## config.mk

```make
export PLATFORM = sky130hd
export DESIGN_NAME = cptp_sqrt
export DESIGN_NICKNAME = d
export VERILOG_FILES = /design/src/rtl/cp_tensor_predict_rmse_defines.svh /design/src/rtl/cptp_pkg.sv /design/src/rtl/cptp_sqrt.sv
export SDC_FILE = /design/constraint.sdc
export NUM_CORES = 1
export LEC_CHECK = 0
export ABC_AREA = 1
export BUFFER_PORTS_ARGS = -buffer_cell sky130_fd_sc_hd__buf_2
export CAP_MARGIN = 20
export CORE_MARGIN = 2
export CORE_UTILIZATION = 41
export CTS_BUF_LIST = sky130_fd_sc_hd__clkbuf_2 sky130_fd_sc_hd__clkbuf_4 sky130_fd_sc_hd__clkbuf_8
export DETAILED_ROUTE_END_ITERATION = 10
export HOLD_SLACK_MARGIN = 0.05
export SLEW_MARGIN = 25
export SYNTH_ARGS = -nofsm -noshare
export SYNTH_HDL_FRONTEND = slang
export SYNTH_SLANG_ARGS = --single-unit
```

## constraint.sdc

```tcl
create_clock -name clk -period 6.8 [get_ports clk]
set_clock_uncertainty 0.1 [all_clocks]
set_input_delay 0.34 -clock clk [delete_from_list [all_inputs] [get_ports clk]]
set_output_delay 0.34 -clock clk [all_outputs]
set_load 0.02 [all_outputs]
```

## src/rtl/cp_tensor_predict_rmse_defines.svh

```systemverilog
// Assertion helpers used by cp_tensor_predict_rmse.sv.
`ifndef CP_TENSOR_PREDICT_RMSE_DEFINES_SVH
`define CP_TENSOR_PREDICT_RMSE_DEFINES_SVH

// Consequent holds in the same cycle as the antecedent.
`define CPTP_ASSERT_SAME(lbl, ante, cons, msg) \
    lbl: assert property (@(posedge clk) disable iff (!rst_n) (ante) |-> (cons)) \
        else $error(msg);

// Consequent holds in the cycle after the antecedent.
`define CPTP_ASSERT_NEXT(lbl, ante, cons, msg) \
    lbl: assert property (@(posedge clk) disable iff (!rst_n) (ante) |=> (cons)) \
        else $error(msg);

`endif

```

## src/rtl/cptp_pkg.sv

```systemverilog
`default_nettype none
package cptp_pkg;

    localparam int MAX_MODES     = 4;
    localparam int MAX_LATENTS   = 32;
    localparam int ROWS_PER_MODE = 1024;

    localparam int MODE_W  = 2;
    localparam int LAT_W   = 5;
    localparam int IDX_W   = 10;
    localparam int ADDR_W  = MODE_W + LAT_W + IDX_W;
    localparam int STORE_DEPTH = MAX_MODES * MAX_LATENTS * ROWS_PER_MODE;

    localparam int VAL_W   = 32;
    localparam int SUM_W   = VAL_W + $clog2(MAX_LATENTS) + 1;
    localparam int DIV_N_W = 64;
    localparam int DIV_D_W = 32;
    localparam int SQ_IN_W  = 62;
    localparam int SQ_OUT_W = 31;

    typedef enum logic [1:0] {
        ACT_LOAD   = 2'd0,
        ACT_EVAL   = 2'd1,
        ACT_FINISH = 2'd2,
        ACT_NONE   = 2'd3
    } action_t;

    localparam logic [1:0] CFG_GLOBAL_MEAN  = 2'd0;
    localparam logic [1:0] CFG_EPOCH_COUNT  = 2'd1;
    localparam logic [1:0] CFG_MODE_COUNT   = 2'd2;
    localparam logic [1:0] CFG_LATENT_COUNT = 2'd3;

    typedef enum logic [4:0] {
        ST_IDLE,
        ST_RUN,
        ST_DRAIN,
        ST_PRED,
        ST_AVG,
        ST_DIV_MEAN,
        ST_MEAN,
        ST_MUL_VAR,
        ST_VAR,
        ST_MUL_RAW,
        ST_ACC_RAW,
        ST_MUL_AVG,
        ST_ACC_AVG,
        ST_DIV_RAW,
        ST_SQRT_RAW,
        ST_DIV_AVG,
        ST_SQRT_AVG,
        ST_OUT
    } state_t;

    typedef struct packed {
        logic busy;
        logic done;
    } unit_stat_t;

endpackage
`default_nettype wire

```

## src/rtl/cptp_sqrt.sv

```systemverilog
`default_nettype none
module cptp_sqrt (
    input  wire logic                           clk,
    input  wire logic                           rst_n,
    input  wire logic                           start,
    input  wire logic [cptp_pkg::SQ_IN_W-1:0]   radicand,
    output logic      [cptp_pkg::SQ_OUT_W-1:0]  root,
    output cptp_pkg::unit_stat_t                stat
);

    localparam int IN_W  = cptp_pkg::SQ_IN_W;
    localparam int OUT_W = cptp_pkg::SQ_OUT_W;
    localparam int REM_W = OUT_W + 2;
    localparam int CNT_W = $clog2(OUT_W);
    localparam logic [CNT_W-1:0] CNT_LAST = CNT_W'(OUT_W - 1);

    logic [IN_W-1:0]  rad_reg;
    logic [REM_W-1:0] rem_reg;
    logic [OUT_W-1:0] root_reg;
    logic [CNT_W-1:0] cnt_reg;
    logic             busy_reg;
    logic             done_reg;
    logic [REM_W+1:0] pre;
    logic [REM_W+1:0] trial;
    logic             ge;

    // Bring down two radicand bits per cycle, settle one root bit.
    assign pre   = {rem_reg, rad_reg[IN_W-1 -: 2]};
    assign trial = {2'b00, root_reg, 2'b01};
    assign ge    = pre >= trial;

    always_ff @(posedge clk or negedge rst_n)
    begin
        if (!rst_n)
        begin
            busy_reg <= 1'b0;
            done_reg <= 1'b0;
            cnt_reg  <= '0;
        end
        else
        begin
            done_reg <= 1'b0;
            if (start)
            begin
                busy_reg <= 1'b1;
                cnt_reg  <= '0;
            end
            else if (busy_reg)
            begin
                cnt_reg <= cnt_reg + 1'b1;
                if (cnt_reg == CNT_LAST)
                begin
                    busy_reg <= 1'b0;
                    done_reg <= 1'b1;
                end
            end
        end
    end

    always_ff @(posedge clk)
    begin
        if (start)
        begin
            rad_reg  <= radicand;
            rem_reg  <= '0;
            root_reg <= '0;
        end
        else if (busy_reg)
        begin
            rad_reg  <= {rad_reg[IN_W-3:0], 2'b00};
            rem_reg  <= ge ? REM_W'(pre - trial) : pre[REM_W-1:0];
            root_reg <= {root_reg[OUT_W-2:0], ge};
        end
    end

    assign root      = root_reg;
    assign stat.busy = busy_reg;
    assign stat.done = done_reg;

endmodule
`default_nettype wire

```

==> metrics.md <==
| Metric | Value |
|---|---|
| CTS Sinks | 133 |
| Pwr Density | 400 mW/mm^2 |
| Synthesized flop and latch total | 133 |
| Critical Path Start Type | flip-flop |
| Slowest CP cell | nor2_8 |
| Post-DP HPWL | 14200 um |
| RSZ-0062 raised after global routing | no |
| Net count after synthesis | 1272 |
| RR Startpoint | root[24] |
| Setup Viol. Count Final | 0 |
| Layout cell share with drive strength beyond 1 | 0.128 |
| R2r setup slk | 4.06 ns |
| Starting Density | 0.416 |
| CP endpoint kind | flip-flop |
| Worst slew pin tran | 0.977 ns |
| Area Overhead vs Synth | 20.7% |
| Slew headroom | 0.348 |
| DIE AREA | 0.0208 mm^2 |
| Max Root-Sink Buffers | 2 |
| I/O pin cnt | 98 |
| Netlist cell types | 40 |
| Nets | 1415 |
| Die Wd | 144 um |
| Max Slew Vio Count | 0 |
| Reg power frac | 0.265 |
| Commonest non-fill, non-tap cell in the layout | nand2_1 |
| CP startpoint | root[24] |
| Row cnt | 51 |
| ANT nets after route | 0 |
| # H-tree levels | 4 |
| Global router's overall resource usage | 0.206 |
| Crit path to | rem_reg[31] |
| P_sw | 1.89 mW |
| CTS Root Buffer Type | clkbuf_8 |
| Reg-to-reg endpoint | rem_reg[31] |
| Clk pwr share | 0.176 |
| Mapped Cells | 1172 |
| Clock latency on the worst-skew pair | 0.47 ns |
| DRT iter0 DRCs | 414 |
| Worst setup margin | 4.06 ns |
| Synth area leader | nand2_1 |
| Vias per cell | 4.64 |
| Fin cells | 1593 |
| Crit Path Max Fanout | 34 |
| Crit-path cells | inv_1 > ha_1 > a21oi_1 > nand2_1 > inv_1 > nand2_1 > nand2_1 > nand3_2 > nor2_8 > nand2_8 > nand2_2 > nand2_1 > nand2_1 > nand2_1 |
| CTS tree | built |
| Critical path class | flip-flop to flip-flop |
| Average wire per cell in the routed design | 12.9 um |
| Worst path required time | 7.05 ns |
| Max VDD drop | 166 uV |
| Critical Path AT | 3.00 ns |
| Fin area | 0.00974 mm^2 |
| Placed insts | 1502 |
| GP Congestion | 0.873 |
| Slowest Stage Delay on Critical Path | 0.42 ns |
| Syn Area/Cell | 6.88 um^2 |
| Status | complete, no violations |
| Post-route minimum period | 2.74 ns |
| Final period util | 0.403 |
| Pwr Total | 3.89 mW |
| Largest register FFs | 62 |
| Clock slew at reported path FFs | 0.08 ns |
| Post-CTS sizing | 0 |
| Port Buf Inserts | 97 |
| Die height | 144 um |
| Largest net degree at the start of global routing | 75 |
| Crit path buf inv count | 2 |
| Antenna violations before repair | 0 |
| CP top delay family | simple AND/OR/NAND/NOR gates |
| Antenna Cells | 0 |
| Placed Instance Area | 0.00875 mm^2 |
| Fin. Hold Viols | 0 |
| Total wire length | 20600 um |
| Initial DRT Pass Iterations | 5 |
| Post-CTS setup buffer count | 0 |
| Post-synthesis sequential area ratio | 0.411 |
| First-pass GRT wire length | 33700 um |
| Number of remaining DRC errors | 0 |
| Hold Path Class | primary input to flip-flop |
| Fmax | 0.365 GHz |
| Number of CTS-inserted buffers | 17 |
| FF-to-FF path depth | 14 |
| Most frequent cells in the layout | nand2_1, inv_1, buf_2 |
| Core box area | 0.0194 mm^2 |
| Switching fraction of total power | 0.485 |
| Internal cell power | 2.01 mW |
| Total congestion overflow | 0 |
| Setup TNS | 0 ns |
| Ranking of synthesized cells by area | nand2_1, edfxtp_1, dfxtp_1 |
| Comb pwr share | 0.558 |
| Max_cap viols | 0 |
| Leakage | 5.21 nW |
| Setup WS pre-CTS | 3.83 ns |
| Synth top area share | 0.263 |
| Top cell by count, worst path | nand2_1 |
| Area of the mapped netlist | 0.00807 mm^2 |
| Instance count on the critical path | 14 |
| DR vias | 7385 |
| Yosys warnings | 0 |
| Vias in the first global route | 6993 |
[metal layers]
metal  vias up  share of wire  track usage
met3        21          0.047       0.0503
li1       3940              -            -
met4         0          0.012       0.0521
met5         -              0            0
met1      3271           0.48        0.260
met2       153           0.47        0.355
[worst min-delay path, stage by stage]
cell and delay (ns):
buf_2 0.08, nand2_1 0.04, nand2_1 0.06
[power groups by stage]
| stage | logic [mW] | clock network, mW | registers, mW |
|---|---|---|---|
| CTS | 2.18 | 0.704 | 1.03 |
| detailed placement | 2.14 | 0 | 1.05 |
| global placement | 2.13 | 0 | 1.05 |
| finish | 2.17 | 0.687 | 1.03 |
| global route | 2.50 | 0.732 | 1.05 |
| floorplan | 1.70 | 0 | 1.04 |
[cell type report]
cell class	instances	area, um^2
Inverter	163	613
Timing Repair Buffer	160	1110
Fill cell	1992	9660
Clock inverter	15	161
Clock buffer	17	234
Sequential cell	133	3320
Tap cell	265	332
Multi-Input combinational cell	840	3970
[synthesized netlist by cell type]
cell,n
nand4_2,1
inv_1,154
inv_2,8
nand2_8,1
nand3b_1,12
nor2_8,1
o21ai_0,4
nor3_1,8
edfxtp_1,62
a21oi_1,23
clkbuf_1,20
xor2_1,15
buf_4,4
clkbuf_2,1
nor2_4,2
nand3_2,2
o21bai_1,3
nand3_1,57
a31oi_1,1
and3_1,4
a21o_1,1
ha_1,35
nand4_1,10
nand2_1,566
nand2_2,7
nor4_1,1
clkinv_1,1
nor2_1,40
buf_1,6
and2_1,3
nor3_4,1
o22ai_1,31
buf_2,3
dfxtp_1,64
dfrtp_1,7
or2_2,1
a211oi_1,1
nand2_4,1
nor2_2,8
buf_6,2
[cells by family (layout without fill, tap and decap cells)]
kind of cell | Yosys count | after routing | share of synthesized area
simple gates | 726 | 726 | 0.375
buf+inv | 199 | 355 | 0.0969
flops | 133 | 133 | 0.411
compound gates | 64 | 64 | 0.0462
fa+ha+maj | 35 | 35 | 0.0543
xor+xnor | 15 | 15 | 0.0163
[stage by stage]
stage,hold slack (ns),util
4_1_cts,0.0500,0.502
3_3_place_gp,0.0843,0.451
6_report,0.0671,0.502
2_1_floorplan,-0.0556,-
5_1_grt,0.0851,0.502
3_5_place_dp,0.0835,0.451
[how the worst min path moves through the flow]
stage | startpoint | end | slack (ns) | depth (start not counted)
floorplan | rst_n | busy_reg | -0.06 | 0
global placement | rst_n | busy_reg | 0.08 | 1
detailed placement | rst_n | busy_reg | 0.08 | 1
CTS | radicand[30] | rad_reg[30] | 0.05 | 3
global route | radicand[10] | rad_reg[10] | 0.09 | 3
finish | radicand[30] | rad_reg[30] | 0.07 | 3
[what timing repair did]
item	CTS	global route
endpoints found under the hold margin	65	0
setup endpoints to repair	0	0
hold buffers	59	0
(Power assumes the default switching activity.)
