$ cat src/rtl/cp_tensor_predict_rmse_defines.svh
// Assertion helpers used by cp_tensor_predict_rmse.sv.
`ifndef CP_TENSOR_PREDICT_RMSE_DEFINES_SVH
`define CP_TENSOR_PREDICT_RMSE_DEFINES_SVH

// Consequent holds in the same cycle as the antecedent.
`define CPTP_ASSERT_SAME(lbl, ante, cons, msg) \
    lbl: assert property (@(posedge clk) disable iff (!rst_n) (ante) |-> (cons)) \
        else $error(msg);

// Consequent holds in the cycle after the antecedent.
`define CPTP_ASSERT_NEXT(lbl, ante, cons, msg) \
    lbl: assert property (@(posedge clk) disable iff (!rst_n) (ante) |=> (cons)) \
        else $error(msg);

`endif

$ cat src/rtl/cptp_pkg.sv
`default_nettype none
package cptp_pkg;

    localparam int MAX_MODES     = 4;
    localparam int MAX_LATENTS   = 32;
    localparam int ROWS_PER_MODE = 1024;

    localparam int MODE_W  = 2;
    localparam int LAT_W   = 5;
    localparam int IDX_W   = 10;
    localparam int ADDR_W  = MODE_W + LAT_W + IDX_W;
    localparam int STORE_DEPTH = MAX_MODES * MAX_LATENTS * ROWS_PER_MODE;

    localparam int VAL_W   = 32;
    localparam int SUM_W   = VAL_W + $clog2(MAX_LATENTS) + 1;
    localparam int DIV_N_W = 64;
    localparam int DIV_D_W = 32;
    localparam int SQ_IN_W  = 62;
    localparam int SQ_OUT_W = 31;

    typedef enum logic [1:0] {
        ACT_LOAD   = 2'd0,
        ACT_EVAL   = 2'd1,
        ACT_FINISH = 2'd2,
        ACT_NONE   = 2'd3
    } action_t;

    localparam logic [1:0] CFG_GLOBAL_MEAN  = 2'd0;
    localparam logic [1:0] CFG_EPOCH_COUNT  = 2'd1;
    localparam logic [1:0] CFG_MODE_COUNT   = 2'd2;
    localparam logic [1:0] CFG_LATENT_COUNT = 2'd3;

    typedef enum logic [4:0] {
        ST_IDLE,
        ST_RUN,
        ST_DRAIN,
        ST_PRED,
        ST_AVG,
        ST_DIV_MEAN,
        ST_MEAN,
        ST_MUL_VAR,
        ST_VAR,
        ST_MUL_RAW,
        ST_ACC_RAW,
        ST_MUL_AVG,
        ST_ACC_AVG,
        ST_DIV_RAW,
        ST_SQRT_RAW,
        ST_DIV_AVG,
        ST_SQRT_AVG,
        ST_OUT
    } state_t;

    typedef struct packed {
        logic busy;
        logic done;
    } unit_stat_t;

endpackage
`default_nettype wire

$ cat src/rtl/cptp_divider.sv
`default_nettype none
module cptp_divider (
    input  wire logic                          clk,
    input  wire logic                          rst_n,
    input  wire logic                          start,
    input  wire logic [cptp_pkg::DIV_N_W-1:0]  dividend,
    input  wire logic [cptp_pkg::DIV_D_W-1:0]  divisor,
    output logic      [cptp_pkg::DIV_N_W-1:0]  quotient,
    output cptp_pkg::unit_stat_t               stat
);

    localparam int N_W   = cptp_pkg::DIV_N_W;
    localparam int D_W   = cptp_pkg::DIV_D_W;
    localparam int CNT_W = $clog2(N_W);
    localparam logic [CNT_W-1:0] CNT_LAST = CNT_W'(N_W - 1);

    logic [D_W-1:0]   rem_reg;
    logic [D_W-1:0]   div_reg;
    logic [N_W-1:0]   quo_reg;
    logic [CNT_W-1:0] cnt_reg;
    logic             busy_reg;
    logic             done_reg;
    logic [D_W:0]     shifted;
    logic             ge;

    // One quotient bit per cycle, restoring.
    assign shifted = {rem_reg, quo_reg[N_W-1]};
    assign ge      = shifted >= {1'b0, div_reg};

    always_ff @(posedge clk or negedge rst_n)
    begin
        if (!rst_n)
        begin
            busy_reg <= 1'b0;
            done_reg <= 1'b0;
            cnt_reg  <= '0;
        end
        else
        begin
            done_reg <= 1'b0;
            if (start)
            begin
                busy_reg <= 1'b1;
                cnt_reg  <= '0;
            end
            else if (busy_reg)
            begin
                cnt_reg <= cnt_reg + 1'b1;
                if (cnt_reg == CNT_LAST)
                begin
                    busy_reg <= 1'b0;
                    done_reg <= 1'b1;
                end
            end
        end
    end

    always_ff @(posedge clk)
    begin
        if (start)
        begin
            rem_reg <= '0;
            div_reg <= divisor;
            quo_reg <= dividend;
        end
        else if (busy_reg)
        begin
            rem_reg <= ge ? D_W'(shifted - {1'b0, div_reg}) : shifted[D_W-1:0];
            quo_reg <= {quo_reg[N_W-2:0], ge};
        end
    end

    assign quotient  = quo_reg;
    assign stat.busy = busy_reg;
    assign stat.done = done_reg;

endmodule
`default_nettype wire

$ cat config.mk
export PLATFORM = sky130hd
export DESIGN_NAME = cptp_divider
export DESIGN_NICKNAME = d
export VERILOG_FILES = /design/src/rtl/cp_tensor_predict_rmse_defines.svh /design/src/rtl/cptp_pkg.sv /design/src/rtl/cptp_divider.sv
export SDC_FILE = /design/constraint.sdc
export NUM_CORES = 1
export LEC_CHECK = 0
export ABC_AREA = 0
export BUFFER_PORTS_ARGS = -buffer_cell sky130_fd_sc_hd__buf_2
export CORE_ASPECT_RATIO = 0.7
export CORE_MARGIN = 2
export CORE_UTILIZATION = 29
export DETAILED_ROUTE_END_ITERATION = 12
export GPL_ROUTABILITY_DRIVEN = 0
export PLACE_DENSITY = 0.53
export SYNTH_ARGS = -nofsm -noshare
export SYNTH_HDL_FRONTEND = slang
export SYNTH_SLANG_ARGS = --single-unit
$ cat constraint.sdc
create_clock -name clk -period 7.6 [get_ports clk]
set_input_delay 0.38 -clock clk [delete_from_list [all_inputs] [get_ports clk]]
set_output_delay 0.38 -clock clk [all_outputs]
set_load 0.01 [all_outputs]
==> reports/metrics.cfg, run 1 <==
[sta]
skew_ns=0.0144
fin_crit_sh_pct=48.1
fin_crit_ns=3.66
setup_viol=0
final-hold-violation-count=0
relSlewSlack_pct=39.6
rsz0062_at_grt=no
totalNegativeSetupSlack_ns=0
drv_slew=0
worst_pin_slew_ns=0.904
max_freq_ghz=0.273

[worst_setup_path]
rrSetupSlack_ns=3.94
crit_chain=inv_1 -> ha_1 -> nand4_1 -> nor3_1 -> o21ai_1 -> a2111o_1 -> a2111oi_4 -> nor2_2 -> a21oi_2 -> buf_4 -> nand2_1 -> a311oi_1
cp_top_family=compound AO/OA/AOI/OAI gates
cp-start-kind=flip-flop
crit_end=rem_reg[26]$_SDFFE_PP0P_
critPathLaunch=div_reg[11]$_DFFE_PP_
cp_num_buf_inv=2
cp.depth=12
max_stage_delay_ns=0.50
path_class=flip-flop to flip-flop
r2r-end=rem_reg[26]$_SDFFE_PP0P_
worstReg2RegStart=div_reg[11]$_DFFE_PP_
required_ns=7.92
cp.arrival_ns=3.98
cp-end-kind=flip-flop
path_max_fanout=20
ff2ff_path_depth=12
cp_slowest_cell=a2111o_1

[pwr]
p_leak_nw=3.74
ir_drop_mv=0.146
power_density_nw_per_um2=221

[hold_path]
min_path_type=input port to flip-flop

[grt]
globalRoute.totalOverflow=0
grt_max_degree=64
grt_usage_pct=14.4
grt_antenna_before_repair=2
grt_pass1_vias=5291
grt_pass1_wl_um=28700

[clock_tree]
tritoncts=built
cts_resized=0
htreeDepth=4
hold_buffers=1
cts-root-buf=clkbuf_16
cts_sinks=136
path_clk_slew_ns=0.06
worstSkewPairLatency_ns=0.42
cts_setup_buffers=0
numCtsBuffers=17
cts_buffer_depth=2

[logic_synthesis]
synth_top_cell_by_area=edfxtp_1
async_reset_ff_share_pct=5.88
yosysUniqueCellTypes=55
synthDominantCellAreaShare_pct=40.2
yosysWarnings=0
ys.flop_type=edfxtp_1
synth_area_um2=7160
synth-seq-cells=136
synthCells=622
synth-edff-count=96
ys_seq_area_share_pct=52.0
avgSynthCellArea_um2=11.5
ys_top_cells_by_area=edfxtp_1 40%, mux2_2 9.9%, dfxtp_1 8.9%
synth_fp_nets=755

[floorplan]
die_area_um2=26000
start_util_pct=29.3
rows=48
top_level_ports=165
die_h_um=136
die_w_um=192
core_um2=24400

[placement]
post-dp-hpwl_um=12700
portBuffers=164
placed_area_um2=8280

[route]
drt-total-wl_um=18100
vias=5309
dr.pass1.iters=4
drtAntennaViolNets=0
viasPerCell=4.74
post-route-drc-count=0
drt_iter0_markers=318
wire_per_inst_um=16.1

[layout]
design_area_um2=8890
largest_reg_flops=64
drive_gt1_share_pct=33.6
postLayoutCoreUtil_pct=36.4
nNetsFinal=914
syn2layout_area_growth_pct=24.1

[job]
max_cap_viol_count=0

[outcome]
status=finished, final reports clean

==> worst register-to-register path, stage by stage, from the launching register on <==
cell	delay, ns
edfxtp_1	0.33
inv_1	0.05
ha_1	0.42
nand4_1	0.16
nor3_1	0.20
o21ai_1	0.13
a2111o_1	0.50
a2111oi_4	0.37
nor2_2	0.11
a21oi_2	0.47
buf_4	0.43
nand2_1	0.11
a311oi_1	0.28
==> layer usage <==
metal / vias up / global-route usage, % / part of all wire, %
li1: 2624 / - / -
met1: 2509 / 20.5 / 50
met2: 160 / 19.9 / 41
met3: 14 / 5.52 / 8.6
met4: 2 / 4.36 / 1.1
met5: - / 0 / 0.072
==> kinds of logic after synthesis <==
logic type,count (synthesis),share of synthesized area [%]
and+or+nand+nor,140,9.05
adders and majority gates,34,6.04
buffers and inverters,71,4.35
xor gates and xnor gates,32,3.91
DFF,136,52.0
AOI/OAI and AO/OA,128,12.3
muxes,81,12.4
==> stage by stage <==
stage | hold WS, ns | std cells | setup slack (ns) | power [mW]
floorplan | 0.0844 | 622 | 4.66 | 1.02
CTS | 0.104 | 1119 | 3.89 | 1.99
detailed placement | 0.236 | 1086 | 3.93 | 1.12
global placement | 0.238 | 1086 | 3.98 | 1.12
global route | 0.107 | 1119 | 3.63 | 2.05
finish | 0.133 | 1120 | 3.94 | 1.96
==> area by class of cell <==
type / instances / area [um^2]
fill: 2452 / 15600
sequential: 136 / 3720
multi-input combinational: 415 / 3130
timing repair buffer: 170 / 871
clock buffer: 19 / 433
tap: 325 / 407
clock inverter: 13 / 166
inverter: 41 / 155
antenna: 1 / 2.50
==> worst min path at each step <==
stage	from	end	slack, ns	depth (start not counted)
floorplan	rst_n	busy_reg$_DFF_PN0_	0.08	0
global placement	rst_n	cnt_reg[2]$_DFFE_PN0P_	0.24	1
detailed placement	rst_n	cnt_reg[1]$_DFFE_PN0P_	0.24	1
CTS	divisor[30]	div_reg[30]$_DFFE_PP_	0.10	1
global route	divisor[30]	div_reg[30]$_DFFE_PP_	0.11	1
finish	divisor[30]	div_reg[30]$_DFFE_PP_	0.13	1
==> where the power goes <==
part | switching [mW] | leakage [nW] | internal (mW)
Clock | 0.338 | 0.288 | 0.520
Sequential | 0.0259 | 1.36 | 0.854
Combinational | 0.119 | 2.09 | 0.108
Total | 0.482 | 3.74 | 1.48
==> Yosys cell counts (2+ instances only) <==
| cell type | count |
|---|---|
| a211o_1 | 4 |
| a211oi_1 | 13 |
| a21o_1 | 12 |
| a21oi_1 | 26 |
| a21oi_2 | 2 |
| a311oi_1 | 7 |
| a31oi_1 | 8 |
| a32oi_1 | 3 |
| a41oi_1 | 3 |
| and2_1 | 6 |
| and3_1 | 4 |
| buf_1 | 4 |
| buf_2 | 4 |
| buf_4 | 2 |
| buf_6 | 2 |
| clkbuf_1 | 17 |
| dfrtp_1 | 8 |
| dfxtp_1 | 32 |
| edfxtp_1 | 96 |
| ha_1 | 33 |
| inv_1 | 40 |
| mux2_2 | 63 |
| mux2i_1 | 18 |
| nand2_1 | 45 |
| nand2b_1 | 7 |
| nand3_1 | 16 |
| nand4_1 | 7 |
| nor2_1 | 39 |
| nor3_1 | 3 |
| nor4_1 | 2 |
| o211ai_1 | 3 |
| o21a_1 | 4 |
| o21ai_0 | 11 |
| o21ai_1 | 13 |
| o21bai_1 | 5 |
| o221ai_1 | 2 |
| o22ai_1 | 2 |
| o31ai_1 | 4 |
| or3_1 | 6 |
| xnor2_1 | 17 |
| xor2_1 | 15 |
==> cells in the final DEF (no fill, tap or decap), drive strengths merged, types with 24 or more instances in the layout <==
cell	count
o21ai	24
nand2	45
dfxtp	32
a21oi	28
buf	169
mux2	63
ha	33
edfxtp	96
nor2	40
inv	45
No activity file was read; power rests on OpenSTA's default activity.
==> inputs of run 2 (changes only) <==
Settings changed: ABC_AREA 0 to 1, PLACE_DENSITY 0.53 to 0.54.
Clock period 7.6 ns to 2.9 ns, I/O delays scaled along.
==> reports/metrics.cfg, run 2 <==
[clock_tree]
path_clk_slew_ns=0.06
cts_resized=0
htreeDepth=4
hold_buffers=93
tritoncts=built
cts_setup_buffers=0
cts_buffer_depth=2
cts_sinks=136
worstSkewPairLatency_ns=0.43
cts-root-buf=clkbuf_16
numCtsBuffers=17

[logic_synthesis]
synthDominantCellAreaShare_pct=35.4
synth_area_um2=8130
yosys-top-cells-count=493 x nand2_1, 172 x inv_1, 96 x edfxtp_1, 74 x nand3_1, 46 x nor2_1
ys_seq_area_share_pct=45.8
yosysUniqueCellTypes=35
ys.flop_type=edfxtp_1
avgSynthCellArea_um2=7.35
ys_top_cells_by_area=edfxtp_1 35%, nand2_1 23%, inv_1 7.9%
async_reset_ff_share_pct=5.88
synth_fp_nets=1239
yosysMostFrequentCell=nand2_1
synthCells=1106
synth_top_cell_by_area=edfxtp_1
synth-edff-count=96
synth-seq-cells=136
yosysWarnings=0

[worst_setup_path]
critPathLaunch=div_reg[28]$_DFFE_PP_
ff2ff_path_depth=11
required_ns=3.25
crit_top_cell=nand2_1
cp-start-kind=flip-flop
cp_slowest_cell=edfxtp_1
crit_chain=inv_1 -> ha_1 -> a21oi_1 -> nand2_1 -> a21oi_2 -> nand2_2 -> a21oi_4 -> nand2_4 -> nand2_1 -> nand3_1 -> o21ai_1
cp_num_buf_inv=1
cp.arrival_ns=2.88
cp.depth=11
cp-end-kind=flip-flop
worstReg2RegStart=div_reg[28]$_DFFE_PP_
max_stage_delay_ns=0.37
r2r-end=rem_reg[17]$_SDFFE_PP0P_
cp_top_family=compound AO/OA/AOI/OAI gates
path_class=flip-flop to flip-flop
path_max_fanout=32
rrSetupSlack_ns=0.37

[grt]
grt_pass1_vias=7247
grt_antenna_before_repair=1
grt_pass1_wl_um=38500
grt_max_degree=72
globalRoute.totalOverflow=0
grt_usage_pct=16.6

[sta]
drv_slew=0
setup_viol=0
totalNegativeSetupSlack_ns=0
fin_crit_ns=2.53
rsz0062_at_grt=no
fin_crit_sh_pct=87.2
hold_ws_ns=0.0167
max_freq_ghz=0.395
skew_ns=0.0135
final-hold-violation-count=0
worst_pin_slew_ns=1.19
relSlewSlack_pct=20.4

[route]
drtAntennaViolNets=0
vias=7629
dr.pass1.iters=5
drt-total-wl_um=23900
wire_per_inst_um=13.7
drt_iter0_markers=588
viasPerCell=4.38
post-route-drc-count=0

[floorplan]
die_w_um=204
start_util_pct=29.4
die_area_um2=29400
top_level_ports=165
die_h_um=144
rows=51
core_um2=27700

[job]
max_cap_viol_count=0

[layout]
syn2layout_area_growth_pct=33.2
nFillCells=2906
final_cell_mix=493 x nand2_1, 171 x inv_1, 163 x buf_2
fin_cells=1743
antennaDiodeCount=0
largest_reg_flops=64
nNetsFinal=1492
layout_commonest_cell=nand2_1
drive_gt1_share_pct=16.6

[pwr]
power_density_nw_per_um2=727
pwr-share-clk_pct=27.1
p_int_mw=4.76
p_sw_share_pct=39.6
combPwrFrac_pct=40.3
power.switching_mw=3.12
power_frac_seq_pct=32.5
ir_drop_mv=0.459
p_leak_nw=5.68

[hold_path]
whs_endpoint=quotient[44]$_DFFE_PP_
holdPathStages=3
min_path_type=input port to flip-flop
min-delay-start=dividend[44]

[placement]
post-dp-hpwl_um=17400
portBuffers=164
dp_cells=1618

[outcome]
status=finished, final reports clean

==> run 2: worst reg2reg max path, stage by stage (launching register included) <==
cell	delay, ns
edfxtp_1	0.37
inv_1	0.08
ha_1	0.28
a21oi_1	0.30
nand2_1	0.15
a21oi_2	0.15
nand2_2	0.07
a21oi_4	0.36
nand2_4	0.33
nand2_1	0.19
nand3_1	0.08
o21ai_1	0.09
==> run 2: per-stage QoR <==
step | util, % | power (mW) | worst slack (ns) | cell area [um^2]
after floorplan | - | 4.83 | 0.909 | 8130
after global placement | 33.7 | 5.64 | 0.447 | 9340
after detailed placement | 33.7 | 5.63 | 0.388 | 9340
after CTS | 39.1 | 7.93 | 0.372 | 10800
after global routing | 39.1 | 8.54 | 0.132 | 10800
final | 39.1 | 7.88 | 0.371 | 10800
==> run 2: logic make-up (layout without fill, tap and decap cells) <==
logic type,Yosys count,after routing,share of synthesized area [%]
buffers and inverters,206,472,10.0
xor gates and xnor gates,14,14,1.51
DFF,136,136,45.8
AOI/OAI and AO/OA,53,53,3.63
adders and majority gates,34,34,5.32
and+or+nand+nor,663,663,33.7
==> run 2: area by class of cell <==
| type | count | area, um^2 | area share [%] |
|---|---|---|---|
| Sequential cell | 136 | 3720 | 34.4 |
| Multi-Input combinational cell | 764 | 3600 | 33.2 |
| Timing Repair Buffer | 266 | 1830 | 16.9 |
| Inverter | 174 | 654 | 6.04 |
| Tap cell | 371 | 464 | 4.28 |
| Clock buffer | 17 | 425 | 3.93 |
| Clock inverter | 15 | 139 | 1.28 |
==> run 2: power by group through the flow <==
stage                     Clock (mW)  Combinational [mW]  Sequential (mW)
after floorplan                    0                2.23             2.60
after global routing            2.28                3.65             2.60
after detailed placement           0                3.04             2.59
after CTS                       2.21                3.15             2.56
after global placement             0                3.05             2.59
final                           2.14                3.18             2.56
==> run 2: worst max-delay path by stage <==
| stage | endpoint | slack [ns] |
|---|---|---|
| floorplan | quotient[0]$_DFFE_PP_ | 0.91 |
| global placement | rem_reg[17]$_SDFFE_PP0P_ | 0.45 |
| detailed placement | rem_reg[17]$_SDFFE_PP0P_ | 0.39 |
| CTS | rem_reg[17]$_SDFFE_PP0P_ | 0.37 |
| global route | rem_reg[14]$_SDFFE_PP0P_ | 0.13 |
| finish | rem_reg[17]$_SDFFE_PP0P_ | 0.37 |
==> run 2: layer usage <==
metal  vias up  track usage [%]  wire length, um
met1      3421             25.5            12500
met4         2             3.05              169
met3        14             4.93             1820
li1       3945                -                -
met2       247             22.5             9370
met5         -                0               16
